$ cat src/rtl/core/ctb_pkg.sv
// ctb_pkg: shared types and constants for the countdown timer bank
// command codes, field widths, controller states, control/status structs
// no dependencies
package ctb_pkg;

   localparam int FUNC_W    = 3;
   localparam int ID_W      = 8;
   localparam int MS_W      = 20;
   localparam int CNT_OUT_W = 5;

   localparam logic [MS_W-1:0] DFLT_SHORT_MS = 20'd3000;
   localparam logic [MS_W-1:0] DFLT_MID_MS   = 20'd5000;
   localparam logic [MS_W-1:0] DFLT_LONG_MS  = 20'd30000;

   typedef enum logic [FUNC_W-1:0] {
      FN_START      = 3'd0,
      FN_START_DFLT = 3'd1,
      FN_STOP       = 3'd2,
      FN_STOP_ALL   = 3'd3,
      FN_TICK       = 3'd4,
      FN_QUERY      = 3'd5
   } func_type;

   typedef enum logic [1:0] {
      ST_IDLE,
      ST_EXEC,
      ST_SCAN,
      ST_REPORT
   } ctl_state_type;

   typedef struct packed {
      logic load_req;
      logic exec;
      logic scan_step;
      logic walk_init;
      logic walk_adv;
      logic emit_exp;
   } ctb_cmd_type;

   typedef struct packed {
      logic out_free;
      logic scan_done;
      logic hit_any;
      logic walk_hit;
      logic walk_last;
   } ctb_stat_type;

   // default load per slot: two slots mid, two long, rest short
   function automatic logic [MS_W-1:0] dflt_ms(input logic [ID_W-1:0] id);
      logic [MS_W-1:0] ms;
      unique case (id)
         8'd2, 8'd9:  ms = DFLT_MID_MS;
         8'd5, 8'd10: ms = DFLT_LONG_MS;
         default:     ms = DFLT_SHORT_MS;
      endcase
      return ms;
   endfunction

endpackage

$ cat src/rtl/core/ctb_if.sv
// ctb_if: request and response channel interfaces of the timer bank
// valid/ready handshake plus payload; depends on ctb_pkg
interface ctb_req_if import ctb_pkg::*; ();
   logic              valid;
   logic              ready;
   logic [FUNC_W-1:0] func;
   logic [ID_W-1:0]   timer_id;
   logic [MS_W-1:0]   duration_ms;
   logic [MS_W-1:0]   delta_ms;

   modport source (output valid, func, timer_id, duration_ms, delta_ms, input ready);
   modport sink   (input valid, func, timer_id, duration_ms, delta_ms, output ready);
endinterface

interface ctb_rsp_if import ctb_pkg::*; ();
   logic                 valid;
   logic                 ready;
   logic [ID_W-1:0]      result_id;
   logic                 expired;
   logic                 first_start;
   logic                 invalid_id;
   logic                 is_running;
   logic [MS_W-1:0]      remaining_ms;
   logic [CNT_OUT_W-1:0] active_count;
   logic                 last;

   modport source (output valid, result_id, expired, first_start, invalid_id, is_running,
                   remaining_ms, active_count, last, input ready);
   modport sink   (input valid, result_id, expired, first_start, invalid_id, is_running,
                   remaining_ms, active_count, last, output ready);
endinterface

$ cat src/rtl/core/ctb_ctl.sv
// ctb_ctl: sequencing state machine of the timer bank
// drives ctb_dp through ctb_cmd_type, reads ctb_stat_type; depends on ctb_pkg
module ctb_ctl import ctb_pkg::*; (
   input  logic              clock,
   input  logic              reset,
   input  logic              req_valid,
   input  logic [FUNC_W-1:0] req_func,
   output logic              req_ready,
   input  ctb_stat_type      stat,
   output ctb_cmd_type       cmd
);

   ctl_state_type state_ff, state_in;

   always_ff @(posedge clock) begin
      if (reset) begin
         state_ff <= ST_IDLE;
      end else begin
         state_ff <= state_in;
      end
   end

   always_comb begin
      state_in  = state_ff;
      cmd       = '0;
      req_ready = 1'b0;
      unique case (state_ff)
         ST_IDLE: begin
            req_ready = 1'b1;
            if (req_valid) begin
               cmd.load_req = 1'b1;
               state_in     = (req_func == FN_TICK) ? ST_SCAN : ST_EXEC;
            end
         end
         ST_EXEC: begin
            if (stat.out_free) begin
               cmd.exec = 1'b1;
               state_in = ST_IDLE;
            end
         end
         ST_SCAN: begin
            if (stat.scan_done) begin
               // no expiry: the single tick response goes out through exec
               if (stat.hit_any) begin
                  cmd.walk_init = 1'b1;
                  state_in      = ST_REPORT;
               end else begin
                  state_in = ST_EXEC;
               end
            end else begin
               cmd.scan_step = 1'b1;
            end
         end
         ST_REPORT: begin
            if (stat.walk_hit) begin
               if (stat.out_free) begin
                  cmd.emit_exp = 1'b1;
                  if (stat.walk_last) begin
                     state_in = ST_IDLE;
                  end
               end
            end else begin
               cmd.walk_adv = 1'b1;
            end
         end
         default: state_in = ST_IDLE;
      endcase
   end

endmodule

$ cat src/rtl/core/ctb_dp.sv
// ctb_dp: timer bank datapath - time store, run/started flags, counters,
// tick scan pipeline, expiry walk and response register; depends on ctb_pkg
module ctb_dp import ctb_pkg::*; #(
   parameter int NUM_TIMERS = 19
) (
   input  logic                 clock,
   input  logic                 reset,
   input  ctb_cmd_type          cmd,
   output ctb_stat_type         stat,
   input  logic [FUNC_W-1:0]    req_func,
   input  logic [ID_W-1:0]      req_timer_id,
   input  logic [MS_W-1:0]      req_duration_ms,
   input  logic [MS_W-1:0]      req_delta_ms,
   input  logic                 rsp_ready,
   output logic                 rsp_valid,
   output logic [ID_W-1:0]      rsp_result_id,
   output logic                 rsp_expired,
   output logic                 rsp_first_start,
   output logic                 rsp_invalid_id,
   output logic                 rsp_is_running,
   output logic [MS_W-1:0]      rsp_remaining_ms,
   output logic [CNT_OUT_W-1:0] rsp_active_count,
   output logic                 rsp_last
);

   localparam int IW = (NUM_TIMERS > 1) ? $clog2(NUM_TIMERS) : 1;
   localparam int CW = $clog2(NUM_TIMERS + 1);
   localparam logic [CW-1:0]   CNT_MAX  = CW'(NUM_TIMERS);
   localparam logic [ID_W-1:0] ID_LIMIT = ID_W'(NUM_TIMERS);

   // latched request
   logic [FUNC_W-1:0] func_ff;
   logic [ID_W-1:0]   id_ff;
   logic [MS_W-1:0]   dur_ff;
   logic [MS_W-1:0]   delta_ff;

   logic [NUM_TIMERS-1:0] run_ff, run_in;
   logic [NUM_TIMERS-1:0] ever_ff, ever_in;
   logic [NUM_TIMERS-1:0] hit_ff, hit_in, hit_rest;
   logic [CW-1:0]         count_ff, count_in;
   logic [CW-1:0]         idx_ff, idx_in;
   logic                  pipe_ff, pipe_in;
   logic [IW-1:0]         pidx_ff;

   logic [MS_W-1:0] time_mem [NUM_TIMERS];
   logic [MS_W-1:0] rd_data_ff;
   logic            rd_en;
   logic [IW-1:0]   rd_addr;
   logic            wr_en;
   logic [IW-1:0]   wr_addr;
   logic [MS_W-1:0] wr_data;

   logic            rsp_valid_ff, rsp_valid_in;
   logic [ID_W-1:0] rsp_id_ff;
   logic            rsp_exp_ff, rsp_first_ff, rsp_inv_ff, rsp_run_ff, rsp_last_ff;
   logic [MS_W-1:0] rsp_rem_ff;
   logic [CNT_OUT_W-1:0] rsp_count_ff;

   func_type        func_e;
   logic            id_ok;
   logic [IW-1:0]   ix;
   logic [IW-1:0]   walk_ix;
   logic            scan_issue;
   logic            proc, proc_exp;
   logic            out_free;
   logic            load_out;
   logic [ID_W-1:0] o_id;
   logic            o_exp, o_first, o_inv, o_run, o_last;
   logic [MS_W-1:0] o_rem;
   logic [MS_W-1:0] start_ms;

   assign func_e     = func_type'(func_ff);
   assign id_ok      = id_ff < ID_LIMIT;
   assign ix         = id_ff[IW-1:0];
   assign walk_ix    = idx_ff[IW-1:0];
   assign scan_issue = cmd.scan_step && (idx_ff != CNT_MAX);
   assign proc       = pipe_ff && run_ff[pidx_ff];
   assign proc_exp   = proc && (rd_data_ff <= delta_ff);
   assign out_free   = !rsp_valid_ff || rsp_ready;
   assign rd_en      = cmd.load_req || scan_issue;
   assign rd_addr    = cmd.load_req ? req_timer_id[IW-1:0] : idx_ff[IW-1:0];
   assign start_ms   = (func_e == FN_START) ? dur_ff : dflt_ms(id_ff);

   always_comb begin
      hit_rest          = hit_ff;
      hit_rest[walk_ix] = 1'b0;
   end

   assign stat.out_free  = out_free;
   assign stat.scan_done = (idx_ff == CNT_MAX) && !pipe_ff;
   assign stat.hit_any   = |hit_ff;
   assign stat.walk_hit  = hit_ff[walk_ix];
   assign stat.walk_last = (hit_rest == '0);

   always_comb begin
      run_in   = run_ff;
      ever_in  = ever_ff;
      hit_in   = hit_ff;
      count_in = count_ff;
      wr_en    = 1'b0;
      wr_addr  = ix;
      wr_data  = start_ms;
      load_out = 1'b0;
      o_id     = id_ff;
      o_exp    = 1'b0;
      o_first  = 1'b0;
      o_inv    = 1'b0;
      o_run    = 1'b0;
      o_rem    = '0;
      o_last   = 1'b1;

      if (cmd.load_req) begin
         hit_in = '0;
      end

      if (cmd.exec) begin
         load_out = 1'b1;
         unique case (func_e)
            FN_START, FN_START_DFLT: begin
               if (!id_ok) begin
                  o_inv = 1'b1;
               end else begin
                  o_first     = !ever_ff[ix];
                  ever_in[ix] = 1'b1;
                  run_in[ix]  = 1'b1;
                  if (!run_ff[ix]) begin
                     count_in = count_ff + 1'b1;
                  end
                  wr_en = 1'b1;
                  o_run = 1'b1;
                  o_rem = start_ms;
               end
            end
            FN_STOP: begin
               if (!id_ok) begin
                  o_inv = 1'b1;
               end else begin
                  run_in[ix] = 1'b0;
                  if (run_ff[ix]) begin
                     count_in = count_ff - 1'b1;
                  end
               end
            end
            FN_STOP_ALL: begin
               run_in   = '0;
               count_in = '0;
               o_id     = '0;
            end
            FN_TICK: begin
               o_id = '0;
            end
            FN_QUERY: begin
               if (!id_ok) begin
                  o_inv = 1'b1;
               end else begin
                  o_run = run_ff[ix];
                  o_rem = run_ff[ix] ? rd_data_ff : '0;
               end
            end
            default: ;
         endcase
      end

      // tick scan: data for slot pidx_ff arrived from the store last cycle
      if (proc) begin
         if (proc_exp) begin
            run_in[pidx_ff] = 1'b0;
            hit_in[pidx_ff] = 1'b1;
            count_in        = count_ff - 1'b1;
         end else begin
            wr_en   = 1'b1;
            wr_addr = pidx_ff;
            wr_data = rd_data_ff - delta_ff;
         end
      end

      if (cmd.emit_exp) begin
         load_out = 1'b1;
         o_id     = ID_W'(idx_ff);
         o_exp    = 1'b1;
         o_last   = (hit_rest == '0);
         hit_in   = hit_rest;
      end
   end

   always_comb begin
      idx_in  = idx_ff;
      pipe_in = scan_issue;
      if (cmd.load_req || cmd.walk_init) begin
         idx_in = '0;
      end else if (scan_issue || cmd.walk_adv || cmd.emit_exp) begin
         idx_in = idx_ff + 1'b1;
      end
   end

   assign rsp_valid_in = load_out || (rsp_valid_ff && !rsp_ready);

   always_ff @(posedge clock) begin
      if (reset) begin
         run_ff       <= '0;
         ever_ff      <= '0;
         hit_ff       <= '0;
         count_ff     <= '0;
         idx_ff       <= '0;
         pipe_ff      <= 1'b0;
         rsp_valid_ff <= 1'b0;
      end else begin
         run_ff       <= run_in;
         ever_ff      <= ever_in;
         hit_ff       <= hit_in;
         count_ff     <= count_in;
         idx_ff       <= idx_in;
         pipe_ff      <= pipe_in;
         rsp_valid_ff <= rsp_valid_in;
      end
   end

   always_ff @(posedge clock) begin
      if (cmd.load_req) begin
         func_ff  <= req_func;
         id_ff    <= req_timer_id;
         dur_ff   <= req_duration_ms;
         delta_ff <= req_delta_ms;
      end
      if (scan_issue) begin
         pidx_ff <= idx_ff[IW-1:0];
      end
      if (load_out) begin
         rsp_id_ff    <= o_id;
         rsp_exp_ff   <= o_exp;
         rsp_first_ff <= o_first;
         rsp_inv_ff   <= o_inv;
         rsp_run_ff   <= o_run;
         rsp_rem_ff   <= o_rem;
         rsp_count_ff <= CNT_OUT_W'(count_in);
         rsp_last_ff  <= o_last;
      end
   end

   // remaining-time store, one write and one registered read per cycle
   always_ff @(posedge clock) begin
      if (wr_en) begin
         time_mem[wr_addr] <= wr_data;
      end
      if (rd_en) begin
         rd_data_ff <= time_mem[rd_addr];
      end
   end

   assign rsp_valid        = rsp_valid_ff;
   assign rsp_result_id    = rsp_id_ff;
   assign rsp_expired      = rsp_exp_ff;
   assign rsp_first_start  = rsp_first_ff;
   assign rsp_invalid_id   = rsp_inv_ff;
   assign rsp_is_running   = rsp_run_ff;
   assign rsp_remaining_ms = rsp_rem_ff;
   assign rsp_active_count = rsp_count_ff;
   assign rsp_last         = rsp_last_ff;

   a_count_tracks_run: assert property (@(posedge clock) disable iff (reset)
      $countones(run_ff) == int'(count_ff))
      else $error("active counter out of step with run flags");

   a_no_rsp_overwrite: assert property (@(posedge clock) disable iff (reset)
      load_out |-> out_free)
      else $error("response register loaded while still held");

   a_hit_is_stopped: assert property (@(posedge clock) disable iff (reset)
      (hit_ff & run_ff) == '0)
      else $error("expired slot still marked running");

   a_scan_slot_range: assert property (@(posedge clock) disable iff (reset)
      pipe_ff |-> (int'(pidx_ff) < NUM_TIMERS))
      else $error("scan processed a slot beyond the bank");

endmodule

$ cat src/rtl/core/countdown_timer_bank.sv
// countdown_timer_bank: a bank of NUM_TIMERS countdown timers.
// Requests arrive on req_ch (func, timer_id, duration_ms, delta_ms) and
// responses leave on rsp_ch; both are valid/ready, a request moves when
// both are high at a rising clock edge. One request is handled at a time.
// Start, stop, stop-all and query give one registered response, loaded from
// the EXEC state once the response register is free; the bank then returns
// to IDLE, so the next request is not taken before that response is loaded.
// A tick walks every slot through the time store one slot a cycle; with no
// expiry its single response is then loaded through EXEC. Otherwise it walks
// the expiry flags one slot a cycle, holding on an expired slot while the
// response register is not yet free, to report each expired timer in
// ascending order. Either way the next request can be taken in the cycle
// after the final response is loaded. The store's single read port makes
// the tick scan slot-serial.
// Every response carries last; on a tick with expiries it is set on the highest.
// Reset (synchronous, active high) stops every timer and clears the started
// and running flags; the time store is not cleared, a stored time is read only
// while its slot is running. If rsp_ch.ready is held low the response stays in
// its register; one more request can be taken, then waits with req_ch.ready low.
// Depends on ctb_pkg, ctb_if, ctb_ctl and ctb_dp.
module countdown_timer_bank import ctb_pkg::*; #(
   parameter int NUM_TIMERS = 19
) (
   input logic        clock,
   input logic        reset,
   ctb_req_if.sink    req_ch,
   ctb_rsp_if.source  rsp_ch
);

   ctb_cmd_type  cmd;
   ctb_stat_type stat;
   logic         req_ready;

   ctb_ctl u_ctl (
      .clock     (clock),
      .reset     (reset),
      .req_valid (req_ch.valid),
      .req_func  (req_ch.func),
      .req_ready (req_ready),
      .stat      (stat),
      .cmd       (cmd)
   );

   ctb_dp #(
      .NUM_TIMERS (NUM_TIMERS)
   ) u_dp (
      .clock            (clock),
      .reset            (reset),
      .cmd              (cmd),
      .stat             (stat),
      .req_func         (req_ch.func),
      .req_timer_id     (req_ch.timer_id),
      .req_duration_ms  (req_ch.duration_ms),
      .req_delta_ms     (req_ch.delta_ms),
      .rsp_ready        (rsp_ch.ready),
      .rsp_valid        (rsp_ch.valid),
      .rsp_result_id    (rsp_ch.result_id),
      .rsp_expired      (rsp_ch.expired),
      .rsp_first_start  (rsp_ch.first_start),
      .rsp_invalid_id   (rsp_ch.invalid_id),
      .rsp_is_running   (rsp_ch.is_running),
      .rsp_remaining_ms (rsp_ch.remaining_ms),
      .rsp_active_count (rsp_ch.active_count),
      .rsp_last         (rsp_ch.last)
   );

   assign req_ch.ready = req_ready;

endmodule

$ cat src/flat_wrapper.sv
// flat-port wrapper written by rule: the top's interface ports become plain ports
module countdown_timer_bank_flat import ctb_pkg::*;
#(
   parameter int NUM_TIMERS = 19
)
  (clock, reset, req_ch_valid, req_ch_func, req_ch_timer_id, req_ch_duration_ms, req_ch_delta_ms, req_ch_ready, rsp_ch_valid, rsp_ch_result_id, rsp_ch_expired, rsp_ch_first_start, rsp_ch_invalid_id, rsp_ch_is_running, rsp_ch_remaining_ms, rsp_ch_active_count, rsp_ch_last, rsp_ch_ready);
  ctb_req_if req_ch_i ();
  ctb_rsp_if rsp_ch_i ();
  input logic clock;
  input logic reset;
  input wire logic [$bits(req_ch_i.valid)-1:0] req_ch_valid;
  input wire logic [$bits(req_ch_i.func)-1:0] req_ch_func;
  input wire logic [$bits(req_ch_i.timer_id)-1:0] req_ch_timer_id;
  input wire logic [$bits(req_ch_i.duration_ms)-1:0] req_ch_duration_ms;
  input wire logic [$bits(req_ch_i.delta_ms)-1:0] req_ch_delta_ms;
  output wire logic [$bits(req_ch_i.ready)-1:0] req_ch_ready;
  output wire logic [$bits(rsp_ch_i.valid)-1:0] rsp_ch_valid;
  output wire logic [$bits(rsp_ch_i.result_id)-1:0] rsp_ch_result_id;
  output wire logic [$bits(rsp_ch_i.expired)-1:0] rsp_ch_expired;
  output wire logic [$bits(rsp_ch_i.first_start)-1:0] rsp_ch_first_start;
  output wire logic [$bits(rsp_ch_i.invalid_id)-1:0] rsp_ch_invalid_id;
  output wire logic [$bits(rsp_ch_i.is_running)-1:0] rsp_ch_is_running;
  output wire logic [$bits(rsp_ch_i.remaining_ms)-1:0] rsp_ch_remaining_ms;
  output wire logic [$bits(rsp_ch_i.active_count)-1:0] rsp_ch_active_count;
  output wire logic [$bits(rsp_ch_i.last)-1:0] rsp_ch_last;
  input wire logic [$bits(rsp_ch_i.ready)-1:0] rsp_ch_ready;
  assign req_ch_i.valid = req_ch_valid;
  assign req_ch_i.func = req_ch_func;
  assign req_ch_i.timer_id = req_ch_timer_id;
  assign req_ch_i.duration_ms = req_ch_duration_ms;
  assign req_ch_i.delta_ms = req_ch_delta_ms;
  assign req_ch_ready = req_ch_i.ready;
  assign rsp_ch_valid = rsp_ch_i.valid;
  assign rsp_ch_result_id = rsp_ch_i.result_id;
  assign rsp_ch_expired = rsp_ch_i.expired;
  assign rsp_ch_first_start = rsp_ch_i.first_start;
  assign rsp_ch_invalid_id = rsp_ch_i.invalid_id;
  assign rsp_ch_is_running = rsp_ch_i.is_running;
  assign rsp_ch_remaining_ms = rsp_ch_i.remaining_ms;
  assign rsp_ch_active_count = rsp_ch_i.active_count;
  assign rsp_ch_last = rsp_ch_i.last;
  assign rsp_ch_i.ready = rsp_ch_ready;
  countdown_timer_bank #(.NUM_TIMERS(NUM_TIMERS)) u_core (.clock(clock), .reset(reset), .req_ch(req_ch_i), .rsp_ch(rsp_ch_i));
endmodule
$ cat config.mk
export PLATFORM = sky130hd
export DESIGN_NAME = countdown_timer_bank_flat
export DESIGN_NICKNAME = d
export VERILOG_FILES = /design/src/rtl/core/ctb_pkg.sv /design/src/rtl/core/ctb_if.sv /design/src/rtl/core/ctb_ctl.sv /design/src/rtl/core/ctb_dp.sv /design/src/rtl/core/countdown_timer_bank.sv /design/src/flat_wrapper.sv
export SDC_FILE = /design/constraint.sdc
export NUM_CORES = 1
export LEC_CHECK = 0
export ABC_AREA = 1
export BUFFER_PORTS_ARGS = -buffer_cell sky130_fd_sc_hd__buf_2
export CAP_MARGIN = 25
export CORE_MARGIN = 1
export CORE_UTILIZATION = 54
export CTS_CLUSTER_DIAMETER = 60
export DETAILED_ROUTE_END_ITERATION = 6
export PLACE_DENSITY = 0.79
export SETUP_SLACK_MARGIN = 0.1
export SYNTH_ARGS = -nofsm -noshare
export SYNTH_HDL_FRONTEND = slang
export SYNTH_SLANG_ARGS = --single-unit
$ cat constraint.sdc
create_clock -name clock -period 4.3 [get_ports clock]
set_clock_uncertainty 0.2 [all_clocks]
set_input_delay 0.43 -clock clock [delete_from_list [all_inputs] [get_ports clock]]
set_output_delay 0.43 -clock clock [all_outputs]
set_load 0.01 [all_outputs]
# [Word level (Yosys, flattened, before mapping)]
# Memory sizes are Yosys's and may differ from the RTL's. A register that Yosys moved wholly into a read port is not among the register bits.
# Cells that the tools add are included.
[word_totals] ram_bits=380 elab_cells=176 mem_count=1 regBits=165 output_inout_bits=40 input_bits=55
[classes] add_sub_neg=4 mux=80 reduce_logical=31 n_bitwise=9 magnitude_cmp=8 n_eq_ne=21
[memory_table] name="u_core.u_dp.time_mem" words=19 width=20 read_ports=1 rd_clocked_by_memory_dff=1 write_ports=1 line_no="ctb_dp.sv:45" rtl="logic [MS_W-1:0] time_mem [NUM_TIMERS];"
[ops] op="$mux 19" count=9
[ops] op="$mux 20" count=6
[ops] op="$and 19x19->19" count=3
[ops] op="$not 19->19" count=3
[ops] op="$or 19x19->19" count=3
[ops] op="$pmux 19 s3" count=1
[ops] op="$mux 5" count=11
[ops] op="$pmux 20 s2" count=1
[ops] op="$pmux 15 s2" count=1
[ops] op="$mux 1" count=29
[ops] op="$bmux 1 s5" count=4
[ops] op="$le 20x20->1" count=1
[ops] op="$mux 2" count=10
[ops] op="$sub 20x20->20" count=1
[ops] op="$logic_not 19->1" count=1
[ops] op="$reduce_or 19->1" count=1
[ops] op="$lt 5x6->1 const B" count=3
[ops] op="$eq 8x4->1 const B" count=2
[ops] op="$mux 8" count=2
[ops] op="$demux 1 s5" count=3
[ops] op="$ge 5x1->1 const B" count=3
[ops] op="$pmux 5 s3" count=1
[ops] op="$add 5x1->5 const B" count=2
[ops] op="$reduce_or 2->1" count=5
[ops] op="other kinds (24)" count=47

# [Depth between registers and ports, before layout]
[logic_depth] word_depth=12 mapped_depth=20 mapped_depth_nobuf=19

# [By module]
# A second synthesis with hierarchy kept.
[hier_totals] hier_cells=2334 area_unflattened_um2=25052.8
[by_module_without_submodules] mod="ctb_dp" instances=1 cells_per_inst=2290 seq_area_each_um2=16215.6 area_per_inst_um2=24821.3
[by_module_without_submodules] mod="ctb_ctl" instances=1 cells_per_inst=44 seq_area_each_um2=40.0 area_per_inst_um2=231.5

# [Worst setup path after synthesis]
# No wires, ideal clock.
[synth_timing] path_kind="register to register" start="register u_core.u_dp.delta_ff[0]" end="memory u_core.u_dp.time_mem[16][0] (enable)" path_stages_with_launch=14 path_buffers=1 t_arrival_ns=2.964 synth_period_minus_slack_ns=3.560 setup_ns=0.397 path_slack_ns=0.740 path_cell_list="edfxtp_1 > ha_1 > fa_1 > nor2_1 > nor2_1 > nand3b_1 > nand3_1 > nand2_1 > inv_1 > nand2_4 > buf_6 > o21ai_2 > nand3_1 > nor2_1"
[synth_via] elab_chain_cells=6 elab_cells_between_ends=8 cone_classes="order compare: 1; mux: 6; reduce/logical: 1"
[synth_lines] element="start, declared" line_no="ctb_dp.sv:35" rtl="logic [MS_W-1:0] delta_ff;"
[synth_lines] element="start signal, assigned" line_no="ctb_dp.sv:223" rtl="delta_ff <= req_delta_ms;"
[synth_lines] element="$le 20x20->1 (*)" line_no="ctb_dp.sv:78" rtl="assign proc_exp = proc && (rd_data_ff <= delta_ff);"
[synth_lines] element="$logic_and 1x1->1 (*)" line_no="ctb_dp.sv:78"
[synth_lines] element="$mux 1" line_no="ctb_dp.sv:166" rtl="if (proc_exp) begin"
[synth_lines] element="$mux 1" line_no="ctb_dp.sv:165" rtl="if (proc) begin"
[synth_lines] element="$mux 1" line_no="ctb_dp.sv:242" rtl="if (wr_en) begin"
[synth_lines] element="$mux 1 (implied by the code)" line_no="ctb_dp.sv:243" rtl="time_mem[wr_addr] <= wr_data;"
[synth_lines] element="end, declared" line_no="ctb_dp.sv:45"
# Mark *: on every way between the ends. The rest lies on a longest branch, timed or not.

# [Worst setup path in the final report]
[layout_timing] start="register u_core.u_dp.rd_data_ff[11] (read register of u_core.u_dp.time_mem)" end="memory u_core.u_dp.time_mem[7][11] (enable)"
[layout_via] elab_chain_cells=6 elab_cells_between_ends=8 cone_classes="order compare: 1; mux: 6; reduce/logical: 1"
[layout_lines] element="start, declared" line_no="ctb_dp.sv:46" rtl="logic [MS_W-1:0] rd_data_ff;"
[layout_lines] element="$le 20x20->1 (*)" line_no="ctb_dp.sv:78"
[layout_lines] element="$logic_and 1x1->1 (*)" line_no="ctb_dp.sv:78"
[layout_lines] element="$mux 1" line_no="ctb_dp.sv:166"
[layout_lines] element="$mux 1" line_no="ctb_dp.sv:165"
[layout_lines] element="$mux 1" line_no="ctb_dp.sv:242"
[layout_lines] element="$mux 1 (implied by the code)" line_no="ctb_dp.sv:243"
# Marks and branches as above.

==> flow_summary.ini <==
[power]
powerDensity_mw_per_mm2 = 592
peakVddDrop_mv = 0.444
seq_power_share = 0.401
p_sw_frac = 0.360
total_power_mw = 17.2
p_int_mw = 11.0
p_clk_frac = 0.294
p_leak_nw = 10.6
p_switching_mw = 6.18
comb_power_share = 0.305

[logic_synthesis]
yosysWarnings = 0
ys_seq_area_frac = 0.647
syn_area_mm2 = 0.0251
avgSynthCellArea_um2 = 10.5
dominantRegCellSynth = edfxtp_1
synth_top_area_frac = 0.591
synth_nets = 2466
synthTopCellsByCount = edfxtp_1, nand2_1, nor2_1
synth-seq-cells = 565
ys_types = 49
synth.area.top_cells = edfxtp_1, o21ai_0, dfxtp_1
yosysMostFrequentCell = edfxtp_1
syn_inst = 2384
synth-async-reset-ratio = 0
synth_edf_count = 494
synth_area_leader_cell = edfxtp_1

[worst_setup_path]
rrSetupSlack_ns = 0.66
crit_top_cell = nand2_1
slowest_stage = edfxtp_1
r2r_end = u_core.u_dp.time_mem[7][11]
r2r_start = u_core.u_dp.rd_data_ff[11]
cp_num_buf_inv = 3
criticalPathCategory = reg -> reg
worst-r2r-cell-count = 15
cp_top_family = simple AND/OR/NAND/NOR gates
startpoint_type = register
setup.worst_path.start = u_core.u_dp.rd_data_ff[11]
critPathRequiredTime_ns = 4.41
cp-end-kind = register
critPathMaxStageDelay_ns = 0.48
cp.arrival_ns = 3.74
path_cells = ha_1, a21oi_1, inv_1, nor2_1, nand2_1, nand2_1, nand3_1, nand2_1, inv_1, nand2_4, nand2_1, o21ai_2, nand3_2, nor2_2, buf_4
path_max_fanout = 24

[clocking]
cts_resized = 0
cts_max_level = 2
cts_buffers = 57
clock-sinks = 565
cts-root-buf = clkbuf_16
cts_tree = built
clkLatencyLatePin_ns = 0.66
cts_buffer_depth = 3
clkSlewWorstSetupHoldPaths_ns = 0.07

[worst_hold_path]
hp-class = in -> reg
min_path_cells = 2
worstHoldStart = reset
hold_end = u_core.u_dp.count_ff[2]

[timing]
fin_tns_setup_ns = 0
fmax_mhz = 275
min_period_over_period = 0.846
hold_violations = 0
finalMaxSlewViolations = 0
rsz0062_at_grt = no
setup_viol = 0
fin_crit_ns = 3.64
relSlewSlack = 0.346
worst-slew-pin-transition_ns = 0.978
holdWs_ns = 0.160

[global_routing]
grt_pass1_wl_mm = 106
track_usage = 0.294
grt-ovfl-total = 0
antenna_found_initial = 0
grt_max_degree = 181
grt_pass1_vias = 18764

[placed_design]
port_buffers = 94
place_congestion = 0.971
dp_cells = 3036
post-dp-hpwl_mm = 44.5

[status]
violations = DRC
status = complete, but fails checks

[final_layout]
drive_gt1_frac = 0.135
fillers = 3386
fin_cells = 3197
finalNetCount = 2631
antenna_cells = 0
syn_to_final_growth_pct = 15.3

[die]
num_rows = 78
initial_core_util = 0.550
core_area_mm2 = 0.0457
die_w_um = 218
io_pins = 95
die_h_um = 218
dieArea_mm2 = 0.0474

[run]
drv_cap = 0

[drt]
drcViolationCount = 1
vias = 19563
drtAntennaViolNets = 0
wl_mm = 69.6
avgRoutedWirePerCell_um = 21.8
routed_via_density = 6.12
drt_first_iter_violations = 3006
first_pass_iters = 7
==> placed cells by master, fill, tap and decap left out, drive strengths merged, types with 2 or more instances in the layout <==
| master | count |
|---|---|
| edfxtp | 494 |
| nand2 | 384 |
| o21ai | 333 |
| nor2 | 311 |
| inv | 206 |
| buf | 172 |
| a21oi | 139 |
| nand3 | 86 |
| dfxtp | 71 |
| clkbuf | 67 |
| o22ai | 56 |
| dlygate4sd3 | 53 |
| o221ai | 45 |
| clkinv | 32 |
| ha | 26 |
| o211ai | 19 |
| nand4 | 17 |
| nor3 | 15 |
| xor2 | 12 |
| a211oi | 11 |
| a31oi | 10 |
| xnor2 | 9 |
| bufinv | 5 |
| nor4 | 4 |
| o21bai | 2 |
| a21o | 2 |
| nand3b | 2 |
| or2 | 2 |
| o2111ai | 2 |
| o21a | 2 |
| clkinvlp | 2 |
==> stage by stage <==
stage	area [um2]	utilization	setup slack (ns)
floorplan	25100	-	0.740
global placement	26400	0.579	0.827
detailed placement	26500	0.580	0.782
CTS	28900	0.634	0.709
global route	29000	0.634	0.499
finish	29000	0.634	0.663
==> final cells by class <==
class	count	area [um2]	area share
Clock buffer	67	1480	0.0512
Clock inverter	40	437	0.0151
Multi-Input combinational cell	1495	7570	0.261
Tap cell	600	751	0.0259
Inverter	205	773	0.0267
Timing Repair Buffer	225	1690	0.0585
Sequential cell	565	16300	0.561
==> registers in the layout, indices dropped and copies added, names as in the netlist, 2 cells and up <==
signal                        flops
u_core.u_dp.delta_ff             20
u_core.u_dp.idx_ff                5
u_core.u_dp.pidx_ff               5
u_core.u_dp.rsp_result_id         8
u_core.u_dp.rd_data_ff           20
u_core.u_dp.rsp_active_count      5
u_core.u_dp.rsp_remaining_ms     20
u_core.u_dp.time_mem            380
u_core.u_ctl.state_ff             2
u_core.u_dp.run_ff               19
u_core.u_dp.id_ff                 8
u_core.u_dp.dur_ff               20
u_core.u_dp.ever_ff              19
u_core.u_dp.count_ff              5
u_core.u_dp.hit_ff               19
u_core.u_dp.func_e                3
==> worst max-delay path by stage <==
stage / end / slack, ns / cells past startpoint
after floorplan: u_core.u_dp.time_mem[16][0] / 0.74 / 13
after global placement: u_core.u_dp.time_mem[2][17] / 0.83 / 13
after detailed placement: u_core.u_dp.time_mem[6][18] / 0.78 / 14
after CTS: u_core.u_dp.time_mem[7][11] / 0.71 / 14
after global routing: u_core.u_dp.time_mem[7][11] / 0.50 / 14
final: u_core.u_dp.time_mem[7][11] / 0.66 / 15
==> kinds of logic (layout without fill, tap and decap cells) <==
| group | Yosys count | after routing | share of synthesized area |
|---|---|---|---|
| AOI/OAI and AO/OA | 625 | 625 | 0.141 |
| xor gates and xnor gates | 21 | 21 | 0.00732 |
| adders and majority gates | 27 | 27 | 0.0137 |
| buffers and inverters | 324 | 537 | 0.0538 |
| DFF | 565 | 565 | 0.647 |
| and+or+nand+nor | 822 | 822 | 0.137 |
==> routing by layer <==
metal,vias to the layer above,share of wire,GRT usage,wire (um)
met4,0,0.031,0.102,2140
met2,1284,0.46,0.458,31700
met5,-,0,0,0
li1,8749,-,-,-
met1,9350,0.41,0.412,28300
met3,180,0.11,0.0582,7440
==> repair_timing <==
| action | in CTS | in global routing |
|---|---|---|
| setup buffers | 0 | 0 |
| endpoints found under the hold margin | 53 | 0 |
| endpoints found under the setup margin | 0 | 0 |
| hold buffers | 53 | 0 |
==> power groups by stage <==
| stage | logic (mW) | registers (mW) | clock network, mW |
|---|---|---|---|
| floorplan | 3.32 | 6.91 | 0 |
| global placement | 4.81 | 6.96 | 0 |
| detailed placement | 4.98 | 6.97 | 0 |
| CTS | 5.07 | 6.87 | 5.09 |
| global route | 5.66 | 6.90 | 5.30 |
| finish | 5.23 | 6.87 | 5.05 |
Power figures use the tool's default switching activity.
